File: src/rtl/fpa_pkg.sv
// ----------------------------------------------------------------------------
// fpa_pkg
// Shared types, codes and helpers for the signed fixed-point ALU.
// ----------------------------------------------------------------------------
package fpa_pkg;

   // default number of fraction bits (Q24.8)
   localparam int unsigned FRAC_BITS_DEFAULT = 8;

   // saturation extremes of the raw 32-bit value
   localparam logic signed [31:0] S32_MAX = 32'sh7FFF_FFFF;
   localparam logic signed [31:0] S32_MIN = 32'sh8000_0000;

   // largest magnitudes that still fit, per sign
   localparam logic [63:0] MAG_POS_LIMIT = 64'h0000_0000_7FFF_FFFF;
   localparam logic [63:0] MAG_NEG_LIMIT = 64'h0000_0000_8000_0000;

   // operation codes
   typedef enum logic [3:0] {
      ACT_ADD      = 4'd0,
      ACT_SUB      = 4'd1,
      ACT_MUL      = 4'd2,
      ACT_DIV      = 4'd3,
      ACT_GT       = 4'd4,
      ACT_LT       = 4'd5,
      ACT_GE       = 4'd6,
      ACT_LE       = 4'd7,
      ACT_EQ       = 4'd8,
      ACT_NE       = 4'd9,
      ACT_INC      = 4'd10,
      ACT_DEC      = 4'd11,
      ACT_MIN      = 4'd12,
      ACT_MAX      = 4'd13,
      ACT_FROM_INT = 4'd14,
      ACT_TO_INT   = 4'd15
   } action_type;

   // one result beat
   typedef struct packed {
      logic signed [31:0] result_value;
      logic               compare_true;
      logic               overflow;
      logic               divide_by_zero;
   } result_type;

   // apply a sign to an unsigned magnitude and clamp to 32 bits
   function automatic result_type sat_magnitude(input logic [63:0] mag, input logic neg);
      result_type r;
      r = '0;
      if (neg) begin
         if (mag > MAG_NEG_LIMIT) begin
            r.result_value = S32_MIN;
            r.overflow     = 1'b1;
         end else begin
            r.result_value = $signed(~mag[31:0] + 32'd1);
         end
      end else begin
         if (mag > MAG_POS_LIMIT) begin
            r.result_value = S32_MAX;
            r.overflow     = 1'b1;
         end else begin
            r.result_value = $signed(mag[31:0]);
         end
      end
      return r;
   endfunction

endpackage

File: src/rtl/fpa_mul.sv
// ----------------------------------------------------------------------------
// fpa_mul
// Three-stage multiplier: product, magnitude, round half away and saturate.
// ----------------------------------------------------------------------------
module fpa_mul #(
   parameter int unsigned FRAC_BITS = fpa_pkg::FRAC_BITS_DEFAULT
) (
   input  logic                clock,
   input  logic                en,
   input  logic signed [31:0]  operand_a,
   input  logic signed [31:0]  operand_b,
   output fpa_pkg::result_type result
);

   localparam logic [63:0] ROUND_HALF = 64'd1 << (FRAC_BITS - 1);

   logic signed [63:0]  prod_ff;
   logic signed [63:0]  prod_in;
   logic [63:0]         mag_ff;
   logic [63:0]         mag_in;
   logic                neg_ff;
   logic [63:0]         rounded;
   fpa_pkg::result_type result_ff;
   fpa_pkg::result_type result_in;

   // stage math
   always_comb begin
      prod_in   = $signed(operand_a) * $signed(operand_b);
      mag_in    = prod_ff[63] ? 64'(-prod_ff) : 64'(prod_ff);
      rounded   = (mag_ff + ROUND_HALF) >> FRAC_BITS;
      result_in = fpa_pkg::sat_magnitude(rounded, neg_ff);
   end

   // pipeline registers
   always_ff @(posedge clock) begin
      if (en) begin
         prod_ff   <= prod_in;
         mag_ff    <= mag_in;
         neg_ff    <= prod_ff[63];
         result_ff <= result_in;
      end
   end

   assign result = result_ff;

endmodule

File: config.mk
export PLATFORM = sky130hd
export DESIGN_NAME = fpa_mul
export DESIGN_NICKNAME = d
export VERILOG_FILES = /design/src/rtl/fpa_pkg.sv /design/src/rtl/fpa_mul.sv
export SDC_FILE = /design/constraint.sdc
export NUM_CORES = 2
export LEC_CHECK = 0
export ABC_AREA = 1
export CAP_MARGIN = 20
export CORE_MARGIN = 2
export CORE_UTILIZATION = 60
export DETAILED_ROUTE_END_ITERATION = 6
export DONT_BUFFER_PORTS = 1
export PLACE_DENSITY_LB_ADDON = 0.3
export REMOVE_ABC_BUFFERS = 1
export SYNTH_ARGS = -nofsm -noshare
export SYNTH_HDL_FRONTEND = slang
export SYNTH_SLANG_ARGS = --single-unit
File: constraint.sdc
create_clock -name clock -period 16.2 [get_ports clock]
set_input_delay 2.43 -clock clock [delete_from_list [all_inputs] [get_ports clock]]
set_output_delay 2.43 -clock clock [all_outputs]
set_load 0.03 [all_outputs]
==> flow_metrics.tcl <==
set metrics [dict create \
    status "complete, but fails checks" \
    violations "DRC" \
    arrival_ns 9.87 \
    drtIter0Drc 3034 \
    grt_use_met2_pct 53.5 \
    io_pins 101 \
    ant_nets 0 \
    dp_hpwl_mm 102 \
    grtUsageTotal_pct 31.1 \
    initial_core_util_pct 60.6 \
    setup-tns-final_ns 0 \
    core_um2 79100 \
    wl_per_cell_um 17.5 \
    worst_pin_slew_ns 0.819 \
    cts_hold_buf 0 \
    place.gp.congestion 0.981 \
    crit_path_max_incr_delay_ns 0.86 \
    rows 103 \
    hold_path.class "flop to flop" \
    fmax_mhz 103 \
    yosys-top-cells-area "fa_1 45%, inv_1 14%, nand2_1 12%" \
    maxCapViolCount 0 \
    hold_violations 0 \
    crit_fanout 32 \
    synth_cell_types 50 \
    grt_pass1_vias 39200 \
    skew_ns 0.0144 \
    antenna_found_initial 1 \
    worstPathRequired_ns 16.36 \
    htree_levels 4 \
    critPathKind "input pin to flop" \
    cts_root_buf "clkbuf_16" \
    rsz0062_at_grt "false" \
    post-route-period-util_pct 59.9 \
    grt-ovfl-total 0 \
    slew_viol_final 0 \
    use_met1_pct 42.0 \
    path_cells "nand2_1 -> inv_1 -> fa_1 -> inv_1 -> fa_1 -> inv_1 -> fa_1 -> fa_1 -> inv_1 -> fa_1 -> inv_1 -> fa_1 -> inv_1 -> fa_1 -> inv_1 -> fa_1 -> ha_1 -> a21oi_1 -> inv_1 -> a31oi_1 -> o21ai_0 -> a21oi_1 -> o221ai_1 -> xor2_1" \
    cts_resized 0 \
    die_w_um 287 \
    synth_edf_count 155 \
    async_reset_ff_share_pct 0 \
    n_antenna_cell 0 \
    vias 36500 \
    busiest_layer "met2" \
    drc 2 \
    grt_max_degree 156 \
    yosys_register_bits 155 \
    die_area_um2 82300 \
    cp_slowest_cell "fa_1" \
    wl_mm 121 \
    synthFlopType "edfxtp_1" \
    cts.path.max_buffers 2 \
    drive_gt1_share_pct 1.94 \
    ys_warn_count 0 \
    layout.nets 7203 \
    synthesis.area_um2 48000 \
    syn_inst 6059 \
    clock_sinks 155 \
    first_pass_iters 7 \
    synth_area_per_cell_um2 7.92 \
    ys_seq_area_share_pct 9.70 \
    grt_pass1_wl_mm 202 \
    port_buffers 0 \
    start_kind "input pin" \
    gr-usage-met3_pct 3.94 \
    finalSetupViolCount 0 \
    cts_setup_buffers 0 \
    cts_tree "built" \
    viasPerCell 5.26 \
    synth_top_cell_by_area "fa_1" \
    cts_buffers 17 \
    relSlewSlack_pct 44.8 \
    min_period_ns 9.71 \
    syn_to_final_growth_pct 2.33 \
    clk_pin_slew_ns 0.06 \
    die_h_um 287 \
    synth_top_area_share_pct 45.1 \
    clk_latency_ns 0.44 \
    crit_path_end_kind "flop" \
]
-- registers in the layout, summed over array words and instances, names as in the netlist --
| name | count |
|---|---|
| prod_ff | 64 |
| mag_ff | 57 |
| result | 33 |
| neg_ff | 1 |
-- Yosys cell counts (41+ instances only) --
cell	count
xnor2_1	48
clkbuf_1	202
nand4_1	41
fa_1	1082
nor2_1	331
a21oi_1	99
o21ai_0	71
ha_1	187
nand2_1	1571
nand3_1	133
edfxtp_1	155
inv_1	1827
xor2_1	91
-- logic make-up after synthesis --
group / synth area share, %
adder cells (fa/ha/maj): 50.0
XOR/XNOR: 2.54
flip-flops: 9.70
AND/OR/NAND/NOR: 18.6
AO/OA/AOI/OAI: 3.01
other: 0.00782
buffers and inverters: 16.1
-- per-stage QoR --
step | instance area [µm²] | hold WS (ns) | worst slack, ns | cells | util (%)
finish | 49100 | 0.589 | 6.49 | 6931 | 62.1
CTS | 49100 | 0.590 | 6.42 | 6931 | 62.1
global route | 49100 | 0.630 | 6.09 | 6931 | 62.1
detailed placement | 48500 | 0.572 | 5.96 | 6899 | 61.3
floorplan | 47100 | 0.551 | 7.12 | 5842 | -
global placement | 48500 | 0.569 | 6.04 | 6898 | 61.3
-- cells in the final DEF, fill, tap and decap left out, drive strengths merged, types with 10 or more instances in the layout --
master and count:
a21o 13, a21oi 99, a31oi 17, clkbuf 19, clkinv 10, edfxtp 155
fa 1082, ha 187, inv 1834, nand2 1602, nand3 139, nand4 41
nor2 355, nor3 26, nor4 11, o21ai 75, o21bai 28, xnor2 48
xor2 91
-- layer usage --
layer / wire [µm] / vias up / part of all wire [%]
met5: 13 / - / 0.011
met4: 3110 / 2 / 2.6
met3: 8370 / 214 / 6.9
met2: 59900 / 1302 / 49
met1: 49800 / 18200 / 41
li1: - / 16700 / -
-- final cells by class --
cell class              instances  area, µm²
clock buffers                  19        433
clock inverters                13        164
fillers                      7082      30000
inverters                    1834       6890
multi-input cells            3853      35600
flip-flops and latches        155       4650
well taps                    1050       1310
repair buffers                  7       60.1
-- worst max-delay path, delay by kind of cell --
family | cells | cell delay (ns)
adder cells (fa/ha/maj) | 9 | 4.70
AO/OA/AOI/OAI | 5 | 1.19
buffers and inverters | 8 | 1.17
XOR/XNOR | 1 | 0.22
AND/OR/NAND/NOR | 1 | 0.13
-- path summary, 6_finish.rpt --
check	startpoint	endpoint	slack (ns)	cells after the start
worst min-delay path	prod_ff[24]	mag_ff[24]	0.59	1
worst max register to register	mag_ff[7]	result[1]	12.68	16
worst max-delay path	operand_b[5]	prod_ff[57]	6.49	24
worst min register to register	prod_ff[24]	mag_ff[24]	0.59	1
Power is not shown: default switching activity piles up to over one toggle a cycle in this logic, so the estimate is an artifact.
