$ cat src/rtl/fpa_pkg.sv
// ----------------------------------------------------------------------------
// fpa_pkg
// Shared types, codes and helpers for the signed fixed-point ALU.
// ----------------------------------------------------------------------------
package fpa_pkg;

   // default number of fraction bits (Q24.8)
   localparam int unsigned FRAC_BITS_DEFAULT = 8;

   // saturation extremes of the raw 32-bit value
   localparam logic signed [31:0] S32_MAX = 32'sh7FFF_FFFF;
   localparam logic signed [31:0] S32_MIN = 32'sh8000_0000;

   // largest magnitudes that still fit, per sign
   localparam logic [63:0] MAG_POS_LIMIT = 64'h0000_0000_7FFF_FFFF;
   localparam logic [63:0] MAG_NEG_LIMIT = 64'h0000_0000_8000_0000;

   // operation codes
   typedef enum logic [3:0] {
      ACT_ADD      = 4'd0,
      ACT_SUB      = 4'd1,
      ACT_MUL      = 4'd2,
      ACT_DIV      = 4'd3,
      ACT_GT       = 4'd4,
      ACT_LT       = 4'd5,
      ACT_GE       = 4'd6,
      ACT_LE       = 4'd7,
      ACT_EQ       = 4'd8,
      ACT_NE       = 4'd9,
      ACT_INC      = 4'd10,
      ACT_DEC      = 4'd11,
      ACT_MIN      = 4'd12,
      ACT_MAX      = 4'd13,
      ACT_FROM_INT = 4'd14,
      ACT_TO_INT   = 4'd15
   } action_type;

   // one result beat
   typedef struct packed {
      logic signed [31:0] result_value;
      logic               compare_true;
      logic               overflow;
      logic               divide_by_zero;
   } result_type;

   // apply a sign to an unsigned magnitude and clamp to 32 bits
   function automatic result_type sat_magnitude(input logic [63:0] mag, input logic neg);
      result_type r;
      r = '0;
      if (neg) begin
         if (mag > MAG_NEG_LIMIT) begin
            r.result_value = S32_MIN;
            r.overflow     = 1'b1;
         end else begin
            r.result_value = $signed(~mag[31:0] + 32'd1);
         end
      end else begin
         if (mag > MAG_POS_LIMIT) begin
            r.result_value = S32_MAX;
            r.overflow     = 1'b1;
         end else begin
            r.result_value = $signed(mag[31:0]);
         end
      end
      return r;
   endfunction

endpackage

$ cat src/rtl/fpa_basic.sv
// ----------------------------------------------------------------------------
// fpa_basic
// Single-stage unit for add, sub, compares, inc/dec, min/max and conversions.
// ----------------------------------------------------------------------------
module fpa_basic #(
   parameter int unsigned FRAC_BITS = fpa_pkg::FRAC_BITS_DEFAULT
) (
   input  logic                clock,
   input  logic                en,
   input  fpa_pkg::action_type action,
   input  logic signed [31:0]  operand_a,
   input  logic signed [31:0]  operand_b,
   output fpa_pkg::result_type result
);

   localparam logic [32:0] TRUNC_BIAS = (33'd1 << FRAC_BITS) - 33'd1;

   fpa_pkg::result_type result_ff;
   fpa_pkg::result_type result_in;

   logic signed [32:0] sum;
   logic signed [32:0] diff;
   logic signed [32:0] incr;
   logic signed [32:0] decr;
   logic signed [32:0] trunc_sum;
   logic signed [32:0] trunc_shift;
   logic               a_gt;
   logic               a_lt;
   logic               a_eq;
   logic               int_fits;

   // clamp a 33-bit signed value into 32 bits
   function automatic fpa_pkg::result_type sat_wide(input logic signed [32:0] v);
      fpa_pkg::result_type r;
      r = '0;
      if (v[32] != v[31]) begin
         r.result_value = v[32] ? fpa_pkg::S32_MIN : fpa_pkg::S32_MAX;
         r.overflow     = 1'b1;
      end else begin
         r.result_value = v[31:0];
      end
      return r;
   endfunction

   // parallel adders and comparators
   always_comb begin
      sum         = $signed({operand_a[31], operand_a}) + $signed({operand_b[31], operand_b});
      diff        = $signed({operand_a[31], operand_a}) - $signed({operand_b[31], operand_b});
      incr        = $signed({operand_a[31], operand_a}) + 33'sd1;
      decr        = $signed({operand_a[31], operand_a}) - 33'sd1;
      trunc_sum   = $signed({operand_a[31], operand_a})
                    + $signed(operand_a[31] ? TRUNC_BIAS : 33'd0);
      trunc_shift = trunc_sum >>> FRAC_BITS;
      a_gt        = operand_a > operand_b;
      a_lt        = operand_a < operand_b;
      a_eq        = operand_a == operand_b;
      int_fits    = (&operand_a[31:31-FRAC_BITS]) | ~(|operand_a[31:31-FRAC_BITS]);
   end

   // result selection
   always_comb begin
      result_in = '0;
      case (action)
         fpa_pkg::ACT_ADD: result_in = sat_wide(sum);
         fpa_pkg::ACT_SUB: result_in = sat_wide(diff);
         fpa_pkg::ACT_GT:  result_in.compare_true = a_gt;
         fpa_pkg::ACT_LT:  result_in.compare_true = a_lt;
         fpa_pkg::ACT_GE:  result_in.compare_true = ~a_lt;
         fpa_pkg::ACT_LE:  result_in.compare_true = ~a_gt;
         fpa_pkg::ACT_EQ:  result_in.compare_true = a_eq;
         fpa_pkg::ACT_NE:  result_in.compare_true = ~a_eq;
         fpa_pkg::ACT_INC: result_in = sat_wide(incr);
         fpa_pkg::ACT_DEC: result_in = sat_wide(decr);
         fpa_pkg::ACT_MIN: result_in.result_value = a_lt ? operand_a : operand_b;
         fpa_pkg::ACT_MAX: result_in.result_value = a_gt ? operand_a : operand_b;
         fpa_pkg::ACT_FROM_INT: begin
            if (int_fits) begin
               result_in.result_value = {operand_a[31-FRAC_BITS:0], {FRAC_BITS{1'b0}}};
            end else begin
               result_in.result_value = operand_a[31] ? fpa_pkg::S32_MIN : fpa_pkg::S32_MAX;
               result_in.overflow     = 1'b1;
            end
         end
         fpa_pkg::ACT_TO_INT: result_in.result_value = trunc_shift[31:0];
         default: result_in = '0;
      endcase
   end

   // output register
   always_ff @(posedge clock) begin
      if (en) begin
         result_ff <= result_in;
      end
   end

   assign result = result_ff;

endmodule

$ cat config.mk
export PLATFORM = sky130hd
export DESIGN_NAME = fpa_basic
export DESIGN_NICKNAME = d
export VERILOG_FILES = /design/src/rtl/fpa_pkg.sv /design/src/rtl/fpa_basic.sv
export SDC_FILE = /design/constraint.sdc
export NUM_CORES = 1
export LEC_CHECK = 0
export BUFFER_PORTS_ARGS = -buffer_cell sky130_fd_sc_hd__buf_2
export CAP_MARGIN = 0
export CORE_ASPECT_RATIO = 1.75
export CORE_MARGIN = 5
export CORE_UTILIZATION = 58
export CTS_BUF_LIST = sky130_fd_sc_hd__clkbuf_8
export CTS_CLUSTER_DIAMETER = 60
export DETAILED_ROUTE_END_ITERATION = 8
export GPL_TIMING_DRIVEN = 0
export PLACE_DENSITY_LB_ADDON = 0.2
export SETUP_SLACK_MARGIN = 0.2
export SLEW_MARGIN = 20
export SYNTH_ARGS = -nofsm -noshare
export SYNTH_HDL_FRONTEND = slang
export SYNTH_SLANG_ARGS = --single-unit
$ cat constraint.sdc
create_clock -name clock -period 3.6 [get_ports clock]
set_input_delay 0.18 -clock clock [delete_from_list [all_inputs] [get_ports clock]]
set_output_delay 0.18 -clock clock [all_outputs]
set_load 0.01 [all_outputs]
==> results.json <==
{
  "max_stage_delay_ps": 600,
  "die-height_microns": 179,
  "drtIter0Drc": 2198,
  "fillerInstances": 1392,
  "synth-edff-count": 34,
  "p_seq_share_pct": 19.2,
  "p_per_area_nw_per_um2": 229,
  "p_sw_mw": 1.39,
  "fin_crit_ps": 3520,
  "htree_levels": 2,
  "drt_first_pass_iters": 9,
  "multi_input_comb_area_sq_um": 8550,
  "cts_tree": "done",
  "rsz0062_at_grt": "true",
  "setup_tns_ps": 0,
  "p_clk_share_pct": 12.4,
  "place_area_sq_um": 10200,
  "cts_root_buffer": "clkbuf_8",
  "final_antenna_net_count": 0,
  "cp-startpoint": "operand_a[11]",
  "drive_gt1_share_pct": 22.6,
  "ys_types": 78,
  "fin_ws_ps": 75.1,
  "die_x_microns": 107,
  "pre_cts_ws_ps": -1370,
  "antenna_found_initial": 1,
  "start_util_pct": 58.5,
  "fin_util_pct": 72.3,
  "syn_inst": 1387,
  "max_slew.worst_pin.slew_ps": 1020,
  "fin_total_pwr_mw": 2.68,
  "hold_path_class": "primary input to flip-flop",
  "clock_sinks": 34,
  "ctsHoldBuffers": 0,
  "worstPathArrival_ps": 3580,
  "slew_headroom_pct": 32.2,
  "ys_warn_count": 0,
  "timing.fmax_mhz": 284,
  "crit_path_end_kind": "flip-flop",
  "num_rows": 62,
  "synth_seq_cells": 34,
  "largest_register_ffs": 34,
  "outcome": "finished, final reports clean",
  "ys_seq_area_share_pct": 10.8,
  "async_flop_share_pct": 0,
  "p_int_mw": 1.29,
  "startpoint_type": "primary input",
  "report.final.hold_viol_count": 0,
  "grt_pass1_wl_microns": 71900,
  "layout_common_cells": "a21oi_1, nor2_1, nand2_1",
  "yosys_most_used_dff": "edfxtp_1",
  "nNetsFinal": 1679,
  "swShare_pct": 51.9,
  "min-delay-start": "operand_b[26]",
  "syn_nets": 1532,
  "portBuffers": 101,
  "drc": 0,
  "leakage_nw": 4.70,
  "comb_power_share_pct": 68.4,
  "synth_area_sq_um": 9480,
  "grt_pass1_vias": 11969,
  "clockBufferDepth": 2,
  "crit_type": "primary input to flip-flop",
  "final_cell_area_sq_um": 11700,
  "whs_ps": 326,
  "die-area_sq_um": 19100,
  "cp_data_required_time_ps": 3650,
  "setup_viol": 0,
  "mostFrequentLayoutCell": "a21oi_1",
  "regArea_sq_um": 1020,
  "grt.overflow.total": 0,
  "vias": 12862,
  "routedWlPerCell_microns": 28.8,
  "avgSynthCellArea_sq_um": 6.84,
  "track_usage_pct": 50.1,
  "instances_no_fill": 1728,
  "grt_start_max_net_pins": 35,
  "syn_to_final_growth_pct": 23.7,
  "crit_slowest_cell": "or4_4",
  "viasPerCell": 7.44,
  "numCtsBuffers": 5,
  "vdd_drop_max_mv": 0.221,
  "wirelength_microns": 49800,
  "place.gp.congestion": 1.12,
  "slew_viol_final": 0,
  "crit_fanout": 4,
  "period_share_pct": 97.9,
  "timing.max_cap.violations": 0,
  "cts.reportedPaths.clkPinSlew_ps": 130,
  "coreArea_sq_um": 16200,
  "dp_hpwl_microns": 36400,
  "worstPathCellList": "buf_8 > buf_8 > or4_4 > or4_4 > nor4_4 > nand4_2 > nand3_4 > buf_4 > a21oi_2 > a2111oi_4 > o211ai_1 > or4b_4",
  "placed_cells": 1680,
  "io_pins": 105
}
cell usage after synthesis (15+ instances only):
| cell type | count | area (sq um) |
|---|---|---|
| a21o_1 | 15 | 113 |
| a21oi_1 | 137 | 686 |
| a221oi_1 | 16 | 140 |
| a31oi_1 | 22 | 138 |
| clkbuf_1 | 86 | 323 |
| edfxtp_1 | 34 | 1020 |
| ha_1 | 73 | 913 |
| inv_1 | 74 | 278 |
| mux2i_1 | 38 | 380 |
| nand2_1 | 107 | 402 |
| nand3_1 | 51 | 255 |
| nand4_1 | 30 | 188 |
| nor2_1 | 117 | 439 |
| nor3_1 | 48 | 240 |
| nor4_1 | 31 | 194 |
| o2111ai_1 | 15 | 131 |
| o211ai_1 | 23 | 173 |
| o21ai_0 | 109 | 546 |
| o21bai_1 | 15 | 113 |
| xnor2_1 | 79 | 692 |
| xor2_1 | 45 | 394 |
area by class of cell:
| type | count | area share, % |
|---|---|---|
| well taps | 192 | 2.05 |
| repair buffers | 140 | 7.49 |
| clock buffers | 5 | 0.587 |
| clock inverters | 3 | 0.139 |
| diodes | 1 | 0.0213 |
| plain buffers | 110 | 5.62 |
| multi-input cells | 1166 | 72.9 |
| flip-flops and latches | 34 | 8.70 |
| inverters | 77 | 2.53 |
what timing repair did:
item	CTS	global route
resized for setup	147	173
setup endpoints to repair	34	33
cloned	0	1
setup buffers	12	26
pin swaps	17	41
worst max-delay path, delay by kind of cell:
kind | cells | cell delay, ps
buf+inv | 3 | 370
compound gates | 3 | 650
simple gates | 6 | 2370
cell families after synthesis:
kind of cell	Yosys count	share of synthesized area [%]
compound gates	458	31.2
xor+xnor	124	11.5
fa+ha+maj	75	10.1
buf+inv	187	7.69
flops	34	10.8
mux	41	4.37
other cells	1	0.0396
simple gates	467	24.4
power groups by stage:
stage / combinational (mW) / sequential [mW] / clock [mW]
CTS: 1.59 / 0.514 / 0.319
global placement: 1.46 / 0.520 / 0
detailed placement: 1.47 / 0.522 / 0
finish: 1.83 / 0.514 / 0.333
global route: 1.91 / 0.518 / 0.351
floorplan: 0.928 / 0.553 / 0
final timing paths:
kind	endpoint	slack (ps)	depth (start not counted)
max	result[12]	80	12
min	result[29]	330	5
routing by layer:
metal | up-vias | part of all wire, % | GRT usage (%) | wire [microns]
met5 | - | 0.11 | 0 | 53
met4 | 2 | 14 | 48.9 | 6800
met3 | 490 | 12 | 14.8 | 6170
met2 | 1179 | 43 | 79.7 | 21700
met1 | 5760 | 30 | 51.4 | 15100
li1 | 5431 | - | - | -
(Power assumes the default switching activity.)
